--- src/rtl/core/wstk_pkg.sv ---
// Shared types and constants of the weighted similarity top-k selector.
// Used by the insertion cell, the top level and the port checker.
package wstk_pkg;

    // Default sizes, handed to the top level's parameters.
    localparam int K_DEF           = 8;
    localparam int MAX_ENTRIES_DEF = 1024;

    // Fixed field widths.
    localparam int SCORE_W    = 16;
    localparam int IMP_W      = 17;
    localparam int INDEX_W    = 10;
    localparam int TOPK_W     = 4;
    localparam int RANK_W     = 3;
    localparam int CFG_ADDR_W = 1;
    localparam int CFG_DATA_W = 17;
    localparam int PROD_W     = SCORE_W + IMP_W + 1;

    // Command codes of the candidate channel.
    localparam logic CMD_CANDIDATE = 1'b0;
    localparam logic CMD_FINISH    = 1'b1;

    // Register indexes of the configuration port.
    localparam logic [CFG_ADDR_W-1:0] REG_TOP_K    = 1'b0;
    localparam logic [CFG_ADDR_W-1:0] REG_IMP_GATE = 1'b1;

    // Reset values and fixed-point constants.
    localparam logic [TOPK_W-1:0] TOP_K_RESET    = 4'd8;
    localparam logic [IMP_W-1:0]  IMP_GATE_RESET = 17'd3277;
    localparam logic [IMP_W-1:0]  IMP_ONE        = 17'd65536;

    // One candidate or finish command.
    typedef struct packed {
        logic                      command;
        logic signed [SCORE_W-1:0] similarity;
        logic [IMP_W-1:0]          importance;
        logic [INDEX_W-1:0]        entry_index;
        logic                      entry_active;
        logic                      user_match;
    } cand_t;

    // One ranked result.
    typedef struct packed {
        logic [RANK_W-1:0]         rank;
        logic signed [SCORE_W-1:0] best_score;
        logic [INDEX_W-1:0]        best_index;
        logic                      none_found;
        logic                      last;
    } res_t;

    // Broadcast control from the top level to every cell of the chain.
    typedef struct packed {
        logic                      insert;
        logic                      shift;
        logic                      full;
        logic signed [SCORE_W-1:0] score;
        logic [INDEX_W-1:0]        index;
    } cell_ctrl_t;

endpackage

--- src/rtl/core/wstk_cell.sv ---
// One position of the sorted insertion chain: holds a kept score and slot.
// Depends on wstk_pkg for the broadcast control struct and field widths.
module wstk_cell import wstk_pkg::*;
(
    input  logic                      clk,
    input  cell_ctrl_t                ctrl,
    input  logic                      at_pos,
    input  logic                      below_pos,
    input  logic                      prev_lt,
    input  logic signed [SCORE_W-1:0] prev_score,
    input  logic [INDEX_W-1:0]        prev_index,
    input  logic signed [SCORE_W-1:0] next_score,
    input  logic [INDEX_W-1:0]        next_index,
    output logic                      lt,
    output logic signed [SCORE_W-1:0] score,
    output logic [INDEX_W-1:0]        index
);

    logic signed [SCORE_W-1:0] score_reg;
    logic signed [SCORE_W-1:0] score_next;
    logic [INDEX_W-1:0]        index_reg;
    logic [INDEX_W-1:0]        index_next;

    // The new score goes at or above this position. At the insertion limit an
    // open slot always takes it; a full list only on a strictly greater score.
    assign lt = (below_pos && (score_reg < ctrl.score)) ||
                (at_pos && (!ctrl.full || (score_reg < ctrl.score)));

    // Take the new entry at the first losing position, the upper neighbour's
    // entry below it, or the lower neighbour's entry while the list drains.
    always_comb
    begin
        score_next = score_reg;
        index_next = index_reg;
        if (ctrl.insert && lt)
        begin
            if (prev_lt)
            begin
                score_next = prev_score;
                index_next = prev_index;
            end
            else
            begin
                score_next = ctrl.score;
                index_next = ctrl.index;
            end
        end
        else if (ctrl.shift)
        begin
            score_next = next_score;
            index_next = next_index;
        end
    end

    always_ff @(posedge clk)
    begin
        score_reg <= score_next;
        index_reg <= index_next;
    end

    assign score = score_reg;
    assign index = index_reg;

endmodule

--- src/rtl/core/weighted_similarity_top_k_unit.sv ---
// Top level of the weighted similarity top-k selector: filter, score, chain.
// Depends on wstk_pkg and instantiates one wstk_cell per kept position.

// Candidates are taken one per cycle: the weighted score is formed by one
// 16 by 17 bit multiplier into a register, and in the following cycle every
// cell of the chain compares it with its own kept score and takes the new
// entry, its neighbour's entry or keeps its own, so a stream of candidates
// flows without pause. A finish command holds the candidate channel off from
// the cycle after its transfer until the last result has left the emission
// logic: the list drains from the head of the chain one result per cycle of
// free output register, giving min(count, top_k) results, or one result when
// nothing was kept, and the block is then ready for the next scan.
module weighted_similarity_top_k_unit import wstk_pkg::*;
#(
    parameter int K           = K_DEF,
    parameter int MAX_ENTRIES = MAX_ENTRIES_DEF
)
(
    input  logic                  clk,
    input  logic                  rst_n,
    input  logic                  cand_valid,
    output logic                  cand_stall,
    input  cand_t                 cand,
    output logic                  res_valid,
    input  logic                  res_stall,
    output res_t                  res,
    input  logic                  cfg_wr,
    input  logic [CFG_ADDR_W-1:0] cfg_addr,
    input  logic [CFG_DATA_W-1:0] cfg_wdata
);

    localparam int KB = (K < MAX_ENTRIES) ? K : MAX_ENTRIES;
    localparam int CW = $clog2(KB + 1);
    localparam int MW = (CW > TOPK_W) ? CW : TOPK_W;
    localparam int EW = $clog2(MAX_ENTRIES + 1);
    localparam int XW = (EW > INDEX_W) ? EW : INDEX_W;
    localparam logic [MW-1:0] KB_M   = MW'(KB);
    localparam logic [XW-1:0] MAX_EX = XW'(MAX_ENTRIES);

    // Configuration registers.
    logic [TOPK_W-1:0] top_k_reg;
    logic [IMP_W-1:0]  imp_gate_reg;

    // Score stage.
    logic                      s1_valid_reg;
    logic                      s1_valid_next;
    logic                      s1_finish_reg;
    logic signed [SCORE_W-1:0] s1_score_reg;
    logic [INDEX_W-1:0]        s1_index_reg;

    // Chain and emission control.
    logic [CW-1:0]     count_reg;
    logic [CW-1:0]     count_next;
    logic              emit_active_reg;
    logic              emit_active_next;
    logic              emit_none_reg;
    logic              emit_none_next;
    logic [CW-1:0]     remain_reg;
    logic [CW-1:0]     remain_next;
    logic [RANK_W-1:0] rank_reg;
    logic [RANK_W-1:0] rank_next;

    // Output register.
    logic res_valid_reg;
    logic res_valid_next;
    res_t res_reg;
    res_t res_next;

    logic                      cand_take;
    logic [IMP_W-1:0]          imp_sat;
    logic                      qualify;
    logic signed [PROD_W-1:0]  prod;
    logic [CW-1:0]             k_eff;
    logic                      full;
    logic [CW-1:0]             ins_pos;
    logic [CW-1:0]             keep_n;
    logic                      emit_fire;
    cell_ctrl_t                ctrl;

    logic                      lt_vec    [KB];
    logic signed [SCORE_W-1:0] score_vec [KB];
    logic [INDEX_W-1:0]        index_vec [KB];

    // Configuration writes.
    always_ff @(posedge clk or negedge rst_n)
    begin
        if (!rst_n)
        begin
            top_k_reg    <= TOP_K_RESET;
            imp_gate_reg <= IMP_GATE_RESET;
        end
        else if (cfg_wr)
        begin
            case (cfg_addr)
                REG_TOP_K:    top_k_reg    <= cfg_wdata[TOPK_W-1:0];
                REG_IMP_GATE: imp_gate_reg <= cfg_wdata[IMP_W-1:0];
                default:      top_k_reg    <= top_k_reg;
            endcase
        end
    end

    // Keep count bounded by the chain length.
    assign k_eff = (MW'(top_k_reg) > KB_M) ? CW'(KB) : CW'(top_k_reg);

    // Input transfer and candidate filtering.
    assign cand_stall = emit_active_reg || (s1_valid_reg && s1_finish_reg);
    assign cand_take  = cand_valid && !cand_stall;
    assign imp_sat    = (cand.importance > IMP_ONE) ? IMP_ONE : cand.importance;
    assign qualify    = cand.entry_active && cand.user_match &&
                        (XW'(cand.entry_index) < MAX_EX) && (imp_sat >= imp_gate_reg);

    // Weighted score: the product lies in 32 signed bits, bits 31..16 are the floor.
    assign prod = $signed(cand.similarity) * $signed({1'b0, imp_sat});

    assign s1_valid_next = cand_take && ((cand.command == CMD_FINISH) || qualify);

    always_ff @(posedge clk or negedge rst_n)
    begin
        if (!rst_n)
        begin
            s1_valid_reg <= 1'b0;
        end
        else
        begin
            s1_valid_reg <= s1_valid_next;
        end
    end

    always_ff @(posedge clk)
    begin
        if (cand_take)
        begin
            s1_finish_reg <= (cand.command == CMD_FINISH);
            s1_score_reg  <= prod[31:16];
            s1_index_reg  <= cand.entry_index;
        end
    end

    // Insertion limit: the next open slot, or the last kept place when full.
    assign full    = (count_reg >= k_eff);
    assign ins_pos = full ? (k_eff - CW'(1)) : count_reg;
    assign keep_n  = (count_reg > k_eff) ? k_eff : count_reg;

    assign emit_fire = emit_active_reg && (!res_valid_reg || !res_stall);

    // Control broadcast to the chain.
    always_comb
    begin
        ctrl.insert = s1_valid_reg && !s1_finish_reg && (k_eff != '0);
        ctrl.shift  = emit_fire && !emit_none_reg;
        ctrl.full   = full;
        ctrl.score  = s1_score_reg;
        ctrl.index  = s1_index_reg;
    end

    // Fill count, emission sequencing and the output register.
    always_comb
    begin
        count_next       = count_reg;
        emit_active_next = emit_active_reg;
        emit_none_next   = emit_none_reg;
        remain_next      = remain_reg;
        rank_next        = rank_reg;
        res_next         = res_reg;
        res_valid_next   = res_valid_reg && res_stall;

        if (ctrl.insert && !full)
        begin
            count_next = count_reg + CW'(1);
        end

        if (s1_valid_reg && s1_finish_reg)
        begin
            count_next       = '0;
            emit_active_next = 1'b1;
            emit_none_next   = (keep_n == '0);
            remain_next      = keep_n;
            rank_next        = '0;
        end

        if (emit_fire)
        begin
            res_valid_next = 1'b1;
            if (emit_none_reg)
            begin
                res_next.rank       = '0;
                res_next.best_score = '0;
                res_next.best_index = '0;
                res_next.none_found = 1'b1;
                res_next.last       = 1'b1;
                emit_active_next    = 1'b0;
            end
            else
            begin
                res_next.rank       = rank_reg;
                res_next.best_score = score_vec[0];
                res_next.best_index = index_vec[0];
                res_next.none_found = 1'b0;
                res_next.last       = (remain_reg == CW'(1));
                remain_next         = remain_reg - CW'(1);
                rank_next           = rank_reg + RANK_W'(1);
                if (remain_reg == CW'(1))
                begin
                    emit_active_next = 1'b0;
                end
            end
        end
    end

    always_ff @(posedge clk or negedge rst_n)
    begin
        if (!rst_n)
        begin
            count_reg       <= '0;
            emit_active_reg <= 1'b0;
            emit_none_reg   <= 1'b0;
            remain_reg      <= '0;
            rank_reg        <= '0;
            res_valid_reg   <= 1'b0;
        end
        else
        begin
            count_reg       <= count_next;
            emit_active_reg <= emit_active_next;
            emit_none_reg   <= emit_none_next;
            remain_reg      <= remain_next;
            rank_reg        <= rank_next;
            res_valid_reg   <= res_valid_next;
        end
    end

    always_ff @(posedge clk)
    begin
        res_reg <= res_next;
    end

    assign res_valid = res_valid_reg;
    assign res       = res_reg;

    // The insertion chain, head at position zero.
    for (genvar i = 0; i < KB; i++)
    begin : g_cell
        logic                      prev_lt;
        logic signed [SCORE_W-1:0] prev_score;
        logic [INDEX_W-1:0]        prev_index;
        logic signed [SCORE_W-1:0] next_score;
        logic [INDEX_W-1:0]        next_index;

        if (i == 0)
        begin : g_head
            assign prev_lt    = 1'b0;
            assign prev_score = '0;
            assign prev_index = '0;
        end
        else
        begin : g_body
            assign prev_lt    = lt_vec[i-1];
            assign prev_score = score_vec[i-1];
            assign prev_index = index_vec[i-1];
        end

        if (i == KB - 1)
        begin : g_tail
            assign next_score = '0;
            assign next_index = '0;
        end
        else
        begin : g_link
            assign next_score = score_vec[i+1];
            assign next_index = index_vec[i+1];
        end

        wstk_cell u_cell
        (
            .clk        (clk),
            .ctrl       (ctrl),
            .at_pos     (ins_pos == CW'(i)),
            .below_pos  (CW'(i) < ins_pos),
            .prev_lt    (prev_lt),
            .prev_score (prev_score),
            .prev_index (prev_index),
            .next_score (next_score),
            .next_index (next_index),
            .lt         (lt_vec[i]),
            .score      (score_vec[i]),
            .index      (index_vec[i])
        );
    end

endmodule

--- config.mk ---
export PLATFORM = sky130hd
export DESIGN_NAME = weighted_similarity_top_k_unit
export DESIGN_NICKNAME = d
export VERILOG_FILES = /design/src/rtl/core/wstk_pkg.sv /design/src/rtl/core/wstk_cell.sv /design/src/rtl/core/weighted_similarity_top_k_unit.sv
export SDC_FILE = /design/constraint.sdc
export NUM_CORES = 1
export LEC_CHECK = 0
export ABC_AREA = 1
export BUFFER_PORTS_ARGS = -buffer_cell sky130_fd_sc_hd__buf_4
export CAP_MARGIN = 5
export CORE_MARGIN = 2
export CORE_UTILIZATION = 30
export CTS_CLUSTER_DIAMETER = 50
export CTS_CLUSTER_SIZE = 24
export DETAILED_ROUTE_END_ITERATION = 16
export PLACE_DENSITY = 0.44
export SETUP_SLACK_MARGIN = 0.15
export SYNTH_ARGS = -nofsm -noshare
export SYNTH_HDL_FRONTEND = slang
export SYNTH_HIERARCHICAL = 1
export SYNTH_SLANG_ARGS = --single-unit
--- constraint.sdc ---
create_clock -name clk -period 11.8 [get_ports clk]
set_input_delay 0 -clock clk [delete_from_list [all_inputs] [get_ports clk]]
set_output_delay 0 -clock clk [all_outputs]
set_load 0.1 [all_outputs]
==> results.md <==
* DP Cell Count at around 4800
* GRT Resource Usage Total at between 15 and 20%
* Average size of a mapped cell at ~8 um2
* Vias at 23118
* Layout Nets at 4201
* Commonest cells after routing, fill and taps aside: nand2_1, inv_1, edfxtp_1
* Worst path most repeated cell: nand2_1
* Utilization after layout at between 30% and 40%
* Vias per inst at between 4 and 5
* Critical Path Sink Type: flop
* Yosys cell types at 50
* Largest net degree at the start of global routing at 110
* Remaining antenna violation count after routing at 0
* Detailed-route DRC error count at 0
* Worst slack at placement at 4960 ps
* WP data arrival at approximately 6600 ps
* Most common cell after layout, fill and taps aside: nand2_1
* EDFF count, synth at 266
* # IOs at about 100
* Worst path max stage delay at 560 ps
* Initial core utilization at roughly 30%
* Core region area at approximately 95000 um2
* Post-CTS setup buffer count at 0
* Antenna violations before repair at 0
* CP startpoint: cand[13]
* Post-CTS Resized at 0
* GRT overflow at 0
* Post-synth ARST share at approximately an eighth
* DP HPWL at approximately 67 mm
* Port Buf Inserts at 101
* Clk pwr share at around 18%
* Hold_buf cts at 38
* Layout area overhead at 15.7%
* Die H at roughly 310 um
* Fraction of layout cells with a size suffix above 1 at 10.1%
* Final WS setup at ~5700 ps
* Clock skew at slightly below 60 ps
* Tmin final at 6140 ps
* Cell depth of the worst flop-to-flop path at 17
* Initial DRC Count at ~1300
* Die area at about 98000 um2
* CTS buffer count at 58
* Max cap viols at 0
* WP data required at 12210 ps
* Fillers at 10115
* Setup-failing EPs final at 0
* Status: finished clean
* Drt pass-1 iters at 6
* Max frequency at roughly 160 MHz
* Setup TNS Final at 0 ps
* Clk pin slew, worst setup/hold paths at ~50 ps
* Post-Route WL at between 80 and 90 mm
* Finished Layout Cells at 4983
* Crit share post-route at 52.0%
* Int Power at ~4.7 mW
* Root buffer cell: clkbuf_16
* Number of flip-flops in the largest register at ~130
* YS warnings at 6
* Reg2reg setup slack at between 6000 and 7000 ps
* Clk_lat worst skew at roughly 660 ps
* Proportion of power drawn by flip-flops and latches at 23.1%
* Clock buffer depth at 3
* Post-Syn Area at ~29000 um2
* H-tree levels at 2
* Number of global-route vias before repair at between 20000 and 25000
* Worst reg2reg path endpoint: g_cell[2].u_cell/score[13]
* Final hold vios at 0
* Worst rel slew slack at 19.8%
* Worst Setup EP: s1_score_reg[11]
* Kind of critical path: in2reg
* Worst Setup Start Kind: primary input
* Register bit count reported by yosys at a little over 300
* Comb pwr share at between 50 and 60%
* Clk sinks at a little over 300
* Worst-path maximum fanout at 17
* Switching power at 4.77 mW
* Register area share after synthesis at a little under a third
* Syn Inst Count at around 3500
* TritonCTS clock tree: yes
* Global-route wire length before repair at roughly 140 mm
* Worst min path class: in2reg
* Site Rows at 113
* PD cells at 284 nW/um2
* Slowest CP cell: fa_1
* Unrepaired setup endpoints after global routing: no
* RR Startpoint: top_k_reg[3]
* Max-slew violation count at 0
* Ant. Diodes at 0
* Sw Share at between 50% and 60%
* Die Width at around 310 um
* Worst VDD drop at around 220 uV
* Ys flop type: edfxtp_1
* Final RePlAce weighted congestion at 0.870
* Wire per inst at ~17 um
* WHS at between 70 and 80 ps
* Lkg Pwr at ~17 nW
* Worst-Margin Slew at about 1200 ps
logic make-up after synthesis:
kind of cell	count (synthesis)	share of synthesized area, %
DFF	302	31.0
adders and majority gates	464	25.6
buffers and inverters	736	10.3
xor gates and xnor gates	17	0.519
muxes	88	3.45
AOI/OAI and AO/OA	325	6.13
and+or+nand+nor	1586	22.9
other	1	0.0131
final cells by class:
type                    count  area (um2)  area share (%)
well taps                1265        1580            4.77
inverters                 614        2300            6.94
repair buffers            155        1280            3.86
multi-input cells        2537       17100            51.4
clock buffers              61        1460            4.40
flip-flops and latches    302        8900            26.8
clock inverters            49         608            1.83
power by group through the flow:
stage | logic, mW | clock network [mW] | registers, mW
final | 5.52 | 1.74 | 2.18
after global routing | 6.34 | 1.83 | 2.23
after CTS | 5.60 | 1.79 | 2.20
after detailed placement | 5.55 | 0 | 2.22
after global placement | 5.56 | 0 | 2.23
after floorplan | 3.99 | 0 | 2.32
stage by stage:
stage               cell area, um2  power (mW)
floorplan                    28900        6.30
global placement             30800        7.79
detailed placement           30800        7.77
CTS                          33200        9.58
global route                 33200        10.4
finish                       33200        9.43
Yosys cell counts (all sizes together) (14+ instances only):
| master | number | share of area, % |
|---|---|---|
| a21oi | 101 | 1.8 |
| buf | 52 | 1.4 |
| clkbuf | 70 | 0.91 |
| dfrtp | 28 | 2.4 |
| edfxtp | 266 | 28 |
| fa | 207 | 14 |
| ha | 257 | 11 |
| inv | 605 | 7.9 |
| mux2 | 88 | 3.5 |
| nand2 | 1027 | 14 |
| nand3 | 257 | 4.7 |
| nor2 | 264 | 3.5 |
| nor3 | 16 | 0.42 |
| o21a | 14 | 0.37 |
| o21ai | 168 | 2.9 |
| o21bai | 18 | 0.47 |
| xor2 | 14 | 0.43 |
worst min-delay path by stage:
| stage | startpoint | endpoint | slack [ps] | depth (start not counted) |
|---|---|---|---|---|
| after floorplan | rst_n | count_reg[0] | -300 | 0 |
| after global placement | rst_n | imp_gate_reg[16] | 4 | 1 |
| after detailed placement | rst_n | imp_gate_reg[16] | 4 | 1 |
| after CTS | cand[3] | s1_index_reg[1] | 20 | 2 |
| after global routing | cand[3] | s1_index_reg[1] | 50 | 2 |
| final | cand[9] | s1_index_reg[7] | 70 | 2 |
per-layer routing:
| layer | vias to the layer above | wire (um) | GRT usage [%] |
|---|---|---|---|
| met5 | - | 0 | 0 |
| met4 | 0 | 2410 | 5.34 |
| met3 | 128 | 2900 | 1.81 |
| met2 | 433 | 43400 | 32.4 |
| met1 | 11137 | 38400 | 22.4 |
| li1 | 11420 | - | - |
critical path: cells and delay by family:
kind	cells	cell delay, ps
adders and majority gates	7	3490
buffers and inverters	6	800
and+or+nand+nor	10	1290
AOI/OAI and AO/OA	5	960
No activity file was read; power rests on OpenSTA's default activity.
